[src/cpg_pkg.sv]
// Shared widths, codes, the job record and the mirror table for the circle point generator.
// Depends on nothing; every other file of the block uses it by scoped names.
package cpg_pkg;

    localparam int COORD_BITS  = 11;
    localparam int CIN_BITS    = 11;
    localparam int RADIUS_BITS = 10;
    localparam int STEP_BITS   = 11;
    localparam int DEC_BITS    = 16;
    localparam int POINT_BITS  = 12;
    localparam int SUM_BITS    = ((COORD_BITS > POINT_BITS) ? COORD_BITS : POINT_BITS) + 1;
    localparam int IDX_BITS    = 3;

    localparam logic [IDX_BITS-1:0] LAST_IDX_START = IDX_BITS'(3);
    localparam logic [IDX_BITS-1:0] LAST_IDX_STEP  = IDX_BITS'(7);

    localparam logic signed [DEC_BITS-1:0] DEC_INIT     = DEC_BITS'(3);
    localparam logic signed [DEC_BITS-1:0] DEC_INC_LOW  = DEC_BITS'(6);
    localparam logic signed [DEC_BITS-1:0] DEC_INC_HIGH = DEC_BITS'(10);
    localparam int                         DEC_GAIN_SHIFT = 2;

    typedef enum logic {
        KIND_START = 1'b0,
        KIND_STEP  = 1'b1
    } kind_t;

    typedef struct packed {
        kind_t                         kind;
        logic signed [COORD_BITS-1:0]  cx;
        logic signed [COORD_BITS-1:0]  cy;
        logic signed [STEP_BITS-1:0]   x;
        logic signed [STEP_BITS-1:0]   y;
        logic [IDX_BITS-1:0]           last_idx;
        logic                          fin;
    } job_t;

    // swap: x offset comes from y and y offset from x; neg_a/neg_b negate those offsets.
    typedef struct packed {
        logic swap;
        logic neg_a;
        logic neg_b;
    } mirror_t;

    function automatic mirror_t mirror_sel(kind_t kind, logic [IDX_BITS-1:0] idx);
        mirror_t m;
        m = '0;
        if (kind == KIND_STEP) begin
            m.swap  = idx[2];
            m.neg_a = idx[0];
            m.neg_b = idx[1];
        end else begin
            case (idx)
                IDX_BITS'(0): m = '{swap: 1'b0, neg_a: 1'b0, neg_b: 1'b0};
                IDX_BITS'(1): m = '{swap: 1'b0, neg_a: 1'b0, neg_b: 1'b1};
                IDX_BITS'(2): m = '{swap: 1'b1, neg_a: 1'b0, neg_b: 1'b0};
                IDX_BITS'(3): m = '{swap: 1'b1, neg_a: 1'b1, neg_b: 1'b0};
                default:      m = '0;
            endcase
        end
        return m;
    endfunction

endpackage

[src/cpg_stepper.sv]
// Circle state and decision-variable update for the circle point generator.
// Depends on cpg_pkg; hands one job record per accepted transaction to the emitter.
module cpg_stepper (
    input  logic                                  aclk,
    input  logic                                  aresetn,
    input  logic                                  load,
    input  cpg_pkg::kind_t                        kind,
    input  logic [cpg_pkg::CIN_BITS-1:0]          center_x,
    input  logic [cpg_pkg::CIN_BITS-1:0]          center_y,
    input  logic [cpg_pkg::RADIUS_BITS-1:0]       radius,
    output cpg_pkg::job_t                         job,
    output logic                                  job_has_points
);

    logic signed [cpg_pkg::COORD_BITS-1:0] centre_x_reg, centre_x_next;
    logic signed [cpg_pkg::COORD_BITS-1:0] centre_y_reg, centre_y_next;
    logic signed [cpg_pkg::STEP_BITS-1:0]  step_x_reg, step_x_next;
    logic signed [cpg_pkg::STEP_BITS-1:0]  step_y_reg, step_y_next;
    logic signed [cpg_pkg::DEC_BITS-1:0]   decision_reg, decision_next;
    logic                                  active_reg, active_next;

    logic signed [cpg_pkg::COORD_BITS-1:0] cx_in, cy_in;
    logic signed [cpg_pkg::STEP_BITS-1:0]  r_step;
    logic signed [cpg_pkg::DEC_BITS-1:0]   dec_start, x_ext, y_ext, dec_step;
    logic signed [cpg_pkg::STEP_BITS-1:0]  x_adv, y_adv;
    logic                                  fin;

    // Centre fields are reinterpreted as COORD_BITS-wide two's complement values.
    always_comb begin
        for (int i = 0; i < cpg_pkg::COORD_BITS; i++) begin
            cx_in[i] = (i < cpg_pkg::CIN_BITS) ? center_x[i] : 1'b0;
            cy_in[i] = (i < cpg_pkg::CIN_BITS) ? center_y[i] : 1'b0;
        end
    end

    assign r_step    = cpg_pkg::STEP_BITS'(radius);
    assign dec_start = cpg_pkg::DEC_INIT - (cpg_pkg::DEC_BITS'(radius) <<< 1);
    assign x_ext     = {{(cpg_pkg::DEC_BITS-cpg_pkg::STEP_BITS){step_x_reg[cpg_pkg::STEP_BITS-1]}},
                        step_x_reg};
    assign y_ext     = {{(cpg_pkg::DEC_BITS-cpg_pkg::STEP_BITS){step_y_reg[cpg_pkg::STEP_BITS-1]}},
                        step_y_reg};

    always_comb begin
        if (decision_reg[cpg_pkg::DEC_BITS-1]) begin
            dec_step = decision_reg + (x_ext <<< cpg_pkg::DEC_GAIN_SHIFT) + cpg_pkg::DEC_INC_LOW;
            y_adv    = step_y_reg;
        end else begin
            dec_step = decision_reg + ((x_ext - y_ext) <<< cpg_pkg::DEC_GAIN_SHIFT)
                       + cpg_pkg::DEC_INC_HIGH;
            y_adv    = step_y_reg - cpg_pkg::STEP_BITS'(1);
        end
        x_adv = step_x_reg + cpg_pkg::STEP_BITS'(1);
        fin   = (x_adv > y_adv);
    end

    always_comb begin
        centre_x_next = centre_x_reg;
        centre_y_next = centre_y_reg;
        step_x_next   = step_x_reg;
        step_y_next   = step_y_reg;
        decision_next = decision_reg;
        active_next   = active_reg;
        if (kind == cpg_pkg::KIND_START) begin
            job.kind       = cpg_pkg::KIND_START;
            job.cx         = cx_in;
            job.cy         = cy_in;
            job.x          = '0;
            job.y          = r_step;
            job.last_idx   = cpg_pkg::LAST_IDX_START;
            job.fin        = 1'b0;
            job_has_points = 1'b1;
            if (load) begin
                centre_x_next = cx_in;
                centre_y_next = cy_in;
                step_x_next   = '0;
                step_y_next   = r_step;
                decision_next = dec_start;
                active_next   = 1'b1;
            end
        end else begin
            job.kind       = cpg_pkg::KIND_STEP;
            job.cx         = centre_x_reg;
            job.cy         = centre_y_reg;
            job.x          = x_adv;
            job.y          = y_adv;
            job.last_idx   = cpg_pkg::LAST_IDX_STEP;
            job.fin        = fin;
            job_has_points = active_reg;
            if (load && active_reg) begin
                step_x_next   = x_adv;
                step_y_next   = y_adv;
                decision_next = dec_step;
                active_next   = !fin;
            end
        end
    end

    always_ff @(posedge aclk) begin
        if (!aresetn) begin
            centre_x_reg <= '0;
            centre_y_reg <= '0;
            step_x_reg   <= '0;
            step_y_reg   <= '0;
            decision_reg <= '0;
            active_reg   <= 1'b0;
        end else begin
            centre_x_reg <= centre_x_next;
            centre_y_reg <= centre_y_next;
            step_x_reg   <= step_x_next;
            step_y_reg   <= step_y_next;
            decision_reg <= decision_next;
            active_reg   <= active_next;
        end
    end

endmodule

[src/cpg_emitter.sv]
// Job register, point sequencer and output register of the circle point generator.
// Depends on cpg_pkg; produces one mirrored point per cycle from the held job while not stalled.
module cpg_emitter (
    input  logic                                  aclk,
    input  logic                                  aresetn,
    input  logic                                  load,
    input  cpg_pkg::job_t                         job_in,
    output logic                                  in_ready,
    output logic                                  out_valid,
    input  logic                                  out_ready,
    output logic [cpg_pkg::POINT_BITS-1:0]        point_x,
    output logic [cpg_pkg::POINT_BITS-1:0]        point_y,
    output logic                                  last,
    output logic                                  finished
);

    cpg_pkg::job_t                   job_reg;
    logic                            job_valid_reg;
    logic [cpg_pkg::IDX_BITS-1:0]    idx_reg;
    logic                            out_valid_reg;
    logic [cpg_pkg::POINT_BITS-1:0]  point_x_reg, point_y_reg;
    logic                            last_reg, finished_reg;

    cpg_pkg::mirror_t                m;
    logic signed [cpg_pkg::STEP_BITS-1:0] a, b;
    logic signed [cpg_pkg::SUM_BITS-1:0]  a_ext, b_ext, dx, dy, px, py;
    logic                            emit, idx_last;

    assign emit     = job_valid_reg && (!out_valid_reg || out_ready);
    assign idx_last = (idx_reg == job_reg.last_idx);
    assign in_ready = !job_valid_reg || (emit && idx_last);

    always_comb begin
        m     = cpg_pkg::mirror_sel(job_reg.kind, idx_reg);
        a     = m.swap ? job_reg.y : job_reg.x;
        b     = m.swap ? job_reg.x : job_reg.y;
        a_ext = cpg_pkg::SUM_BITS'(a);
        b_ext = cpg_pkg::SUM_BITS'(b);
        dx    = m.neg_a ? -a_ext : a_ext;
        dy    = m.neg_b ? -b_ext : b_ext;
        px    = cpg_pkg::SUM_BITS'(job_reg.cx) + dx;
        py    = cpg_pkg::SUM_BITS'(job_reg.cy) + dy;
    end

    always_ff @(posedge aclk) begin
        if (!aresetn) begin
            job_valid_reg <= 1'b0;
            idx_reg       <= '0;
            out_valid_reg <= 1'b0;
        end else begin
            if (emit) begin
                out_valid_reg <= 1'b1;
            end else if (out_ready) begin
                out_valid_reg <= 1'b0;
            end
            if (load) begin
                job_valid_reg <= 1'b1;
                idx_reg       <= '0;
            end else if (emit) begin
                if (idx_last) begin
                    job_valid_reg <= 1'b0;
                end else begin
                    idx_reg <= idx_reg + cpg_pkg::IDX_BITS'(1);
                end
            end
        end
    end

    always_ff @(posedge aclk) begin
        if (load) begin
            job_reg <= job_in;
        end
        if (emit) begin
            point_x_reg  <= px[cpg_pkg::POINT_BITS-1:0];
            point_y_reg  <= py[cpg_pkg::POINT_BITS-1:0];
            last_reg     <= idx_last;
            finished_reg <= job_reg.fin;
        end
    end

    assign out_valid = out_valid_reg;
    assign point_x   = point_x_reg;
    assign point_y   = point_y_reg;
    assign last      = last_reg;
    assign finished  = finished_reg;

endmodule

[src/circle_point_generator_top.sv]
// Bresenham circle rasterizer: a start gives 4 points, a step gives 8 or none.
// An item's job is held in the emitter's job register, its points in the output register;
// points leave one per cycle while the output is not stalled by m_tready.
// The next item is taken in the cycle the previous item's last point is registered.
// aresetn is synchronous, active low; clears circle state, job valid and output valid.
// Depends on cpg_pkg, cpg_stepper and cpg_emitter.
module circle_point_generator_top (
    input  logic        aclk,
    input  logic        aresetn,
    input  logic        s_tvalid,
    output logic        s_tready,
    input  logic [31:0] s_tdata,   // center_x[10:0], center_y[21:11], radius[31:22]
    input  logic [0:0]  s_tuser,   // kind[0]
    output logic        m_tvalid,
    input  logic        m_tready,
    output logic [23:0] m_tdata,   // point_x[11:0], point_y[23:12]
    output logic        m_tlast,
    output logic [0:0]  m_tuser    // finished[0]
);

    cpg_pkg::job_t job;
    logic          job_has_points;
    logic          accept;
    logic [cpg_pkg::POINT_BITS-1:0] point_x, point_y;

    // A transaction is taken once the emitter can hold the job it produces.
    assign accept = s_tvalid && s_tready;

    // The stepper updates the circle state in the accept cycle and builds the job:
    // centre, current offsets, how many points and the finished flag.
    cpg_stepper u_stepper (
        .aclk           (aclk),
        .aresetn        (aresetn),
        .load           (accept),
        .kind           (cpg_pkg::kind_t'(s_tuser[0])),
        .center_x       (s_tdata[10:0]),
        .center_y       (s_tdata[21:11]),
        .radius         (s_tdata[31:22]),
        .job            (job),
        .job_has_points (job_has_points)
    );

    // The emitter walks the mirror table of the held job, one point per cycle,
    // into an output register that holds while the master side stalls.
    cpg_emitter u_emitter (
        .aclk      (aclk),
        .aresetn   (aresetn),
        .load      (accept && job_has_points),
        .job_in    (job),
        .in_ready  (s_tready),
        .out_valid (m_tvalid),
        .out_ready (m_tready),
        .point_x   (point_x),
        .point_y   (point_y),
        .last      (m_tlast),
        .finished  (m_tuser[0])
    );

    assign m_tdata = {point_y, point_x};

endmodule
[config.mk]
export PLATFORM = sky130hd
export DESIGN_NAME = circle_point_generator_top
export DESIGN_NICKNAME = d
export VERILOG_FILES = /design/src/cpg_pkg.sv /design/src/cpg_stepper.sv /design/src/cpg_emitter.sv /design/src/circle_point_generator_top.sv
export SDC_FILE = /design/constraint.sdc
export NUM_CORES = 1
export LEC_CHECK = 0
export ABC_AREA = 1
export BUFFER_PORTS_ARGS = -buffer_cell sky130_fd_sc_hd__buf_2
export CAP_MARGIN = 10
export CORE_UTILIZATION = 60
export DETAILED_ROUTE_END_ITERATION = 10
export PLACE_DENSITY = 0.76
export SYNTH_ARGS = -nofsm -noshare
export SYNTH_HDL_FRONTEND = slang
export SYNTH_SLANG_ARGS = --single-unit
export TNS_END_PERCENT = 100
[constraint.sdc]
create_clock -name aclk -period 7.12 [get_ports aclk]
set_clock_uncertainty 0.1 [all_clocks]
set_input_delay 0.356 -clock aclk [delete_from_list [all_inputs] [get_ports aclk]]
set_output_delay 0.356 -clock aclk [all_outputs]
set_load 0.01 [all_outputs]
==> results_dict.tcl <==
set metrics [dict create \
    status "completed" \
    vias_per_cell 5.458 \
    worstPathArrival_ns 4.27 \
    placementRows 46 \
    setup_viol 0 \
    r2r-end "u_stepper.decision_reg[15]$_SDFFE_PN0P_" \
    clk_latency_ns 0.44 \
    maxSlewViolCount 0 \
    routedWlPerCell_um 15.27 \
    min_period_over_period 0.5616 \
    placed_cells 1526 \
    critPathKind "reg -> reg" \
    syn2layout_area_growth_pct 10.85 \
    wl_met2_um 11750 \
    cellPowerDensity_mw_per_mm2 247.5 \
    grt_pass1_vias 8098 \
    r2r_cells 24 \
    htree_num_levels 4 \
    drt_first_pass_iters 6 \
    fmax_mhz 250.1 \
    synth-xor-area-share 0.05978 \
    ctsResizeCount 0 \
    p_leak_uw 0.005270 \
    timing.setup.tns_ns 0 \
    hold_viol 0 \
    ir_drop_v 0.0001762 \
    worst_pin_slew_ns 0.7957 \
    syn_area_mm2 0.009816 \
    grt_first_pass_wirelength_um 38170 \
    antenna_found_initial 0 \
    synth_compound_area_frac 0.1624 \
    hold_path_class "in -> reg" \
    ys_top_cells_by_area "edfxtp_1, ha_1, dfxtp_1" \
    max-cap-violations 0 \
    rsz0062_at_grt "false" \
    ctsHoldBuffers 0 \
    cts_tree "yes" \
    clock_path_buffers 2 \
    wl_met1_um 10220 \
    synth_adder_area_share 0.1440 \
    r2r_start "u_stepper.step_x_reg[0]$_SDFFE_PN0P_" \
    core_area_mm2 0.01594 \
    die_y_um 129.9 \
    wl_met3_um 989 \
    via_count 8503 \
    cts-root-buf "clkbuf_16" \
    drt_iter0_drc 523 \
    grt_max_degree 73 \
    reg2reg_slack_ns 3.12 \
    die_area_mm2 0.01688 \
    io_buffers 64 \
    synth_top_area_share 0.2203 \
    synthCells 1269 \
    ant_nets 0 \
    synthMuxAreaShare 0.001020 \
    final_util 0.6825 \
    gr-total-overflow 0 \
    initial_utilization 0.6157 \
    drc_errors 0 \
    synth_top_family_by_area "simple AND/OR/NAND/NOR gates" \
    synth_fp_nets 1416 \
    maxSlewHeadroom 0.4696 \
    gp_congestion 0.8874 \
    cts_made_buffers 17 \
    drive_above_1_share 0.09762 \
    synth.distinct_cells 43 \
    die_w_um 129.9 \
    dp_hpwl_um 18240 \
    fin_crit_ns 3.998 \
    largest_register_ffs 46 \
    stdcell_count 1558 \
    clock-sinks 137 \
    top_layer "met4" \
    postSynth.asyncResetShare 0 \
    yosysWarnings 0 \
    cp_max_fo 6 \
    worstSetupStartpointType "flop" \
    worstHoldStart "m_tready" \
    min_path_cells 4 \
    hold_end "u_emitter.out_valid$_SDFFE_PN0P_" \
    synth-simple-area-share 0.1911 \
    wl_um 23790 \
    critPathCaptureType "flop" \
    post-cts-setup-buffers 0 \
    fin_nets 1476 \
    gr-usage-all-layers 0.2977 \
    ys_ff_latch 137 \
    ios 65 \
    ys.flop_type "edfxtp_1" \
    critPathLaunch "u_stepper.step_x_reg[0]$_SDFFE_PN0P_" \
    num_antenna_cells 0 \
    yosysTopAreaCell "edfxtp_1" \
    clk_pin_slew_ns 0.07 \
    ys_seq_area_frac 0.3528 \
    synth_edf_count 72 \
    synth.avg_cell_area_um2 7.735 \
    worst_ep_required_time_ns 7.39 \
]
layer usage:
layer	vias up	track usage
li1	4378	-
met1	3879	0.3465
met2	194	0.5319
met4	0	0.1471
met5	-	0
met3	52	0.04756
placed cells by master, fill, tap and decap left out, types with 6 or more instances in the layout:
master and instances:
a21o_1 8, a21oi_1 110, a31oi_1 6, buf_2 64, clkbuf_16 17, dfxtp_1 65
edfxtp_1 72, ha_1 105, inv_1 186, nand2_1 269, nand3_1 62, nand3b_1 6
nand4_1 9, nor2_1 70, nor3_1 11, o21a_1 6, o21ai_0 111, o21ai_1 10
o21ai_2 7, o22ai_1 18, xnor2_1 17, xor2_1 50
worst max path at each step:
stage / endpoint / slack (ns) / cells past startpoint
after floorplan: u_stepper.decision_reg[15]$_SDFFE_PN0P_ / 3.64 / 27
after global placement: u_stepper.decision_reg[15]$_SDFFE_PN0P_ / 3.26 / 27
after detailed placement: u_stepper.decision_reg[15]$_SDFFE_PN0P_ / 3.19 / 24
after CTS: u_stepper.decision_reg[15]$_SDFFE_PN0P_ / 3.17 / 24
after global routing: u_stepper.decision_reg[15]$_SDFFE_PN0P_ / 2.70 / 24
final: u_stepper.decision_reg[15]$_SDFFE_PN0P_ / 3.12 / 24
worst max-delay path, cell delays in order, from the launching register on:
cell and delay, ns:
dfxtp_1 0.36, inv_1 0.16, ha_1 0.16, inv_1 0.06
fa_1 0.40, nand3_1 0.09, nand2_1 0.09, a21oi_1 0.23
o21ai_0 0.18, nand2_1 0.09, nand2_1 0.05, a21oi_1 0.14
xor2_1 0.20, ha_1 0.26, ha_1 0.37, nand2_1 0.12
nor3_1 0.21, nand2_1 0.10, nand3_1 0.11, nand2_1 0.06
nand2_1 0.05, nand3_1 0.07, nand2_1 0.08, nand2_1 0.05
a21oi_1 0.15
cell type report:
type	instances	area, um2
inverter	190	713.2
clock inverter	14	153.9
fill	1352	5062
sequential	137	3463
clock buffer	18	439.2
tap	216	270.3
timing repair buffer	69	357.8
multi-input combinational	914	5483
cell usage after synthesis (3+ instances only):
library cell  number
a21o_1             8
nor2_1            71
nand3_1           62
xnor2_1           17
edfxtp_1          72
ha_1             105
nand2_2            3
a21oi_1          110
or2_2              5
dfxtp_1           65
o21ai_0          111
nand2_4            3
nor2_2             3
xor2_1            50
clkbuf_1          17
nand3b_1           6
fa_1               5
buf_6              7
a21oi_2            3
nor3_1            11
o21a_1             6
inv_1            186
nand4_1            9
buf_1              3
o21ai_1           10
nand2_1          269
o21ai_2            7
o21bai_1           3
o22ai_1           18
a31oi_1            6
report_power, final:
part,leakage (uW),switching [uW],internal (uW)
Clock,0.000291,379,505
Sequential,0.00121,30.3,921
Combinational,0.00377,545,312
Total,0.00527,955,1740
stage by stage:
step	hold WS, ns	setup slack [ns]	total power (uW)	instance area (um2)
after floorplan	0.3003	3.641	1610	9816
after global placement	0.3002	3.255	1793	10290
after detailed placement	0.3158	3.189	1816	10290
after CTS	0.09982	3.172	2698	10880
after global routing	0.1236	2.697	2864	10880
final	0.1113	3.122	2693	10880
logic make-up after synthesis:
| logic type | after synthesis |
|---|---|
| compound gates | 290 |
| buf+inv | 218 |
| xor+xnor | 67 |
| simple gates | 446 |
| mux | 1 |
| fa+ha+maj | 110 |
| flops | 137 |
Note: power is estimated with default switching activity, not from simulation.
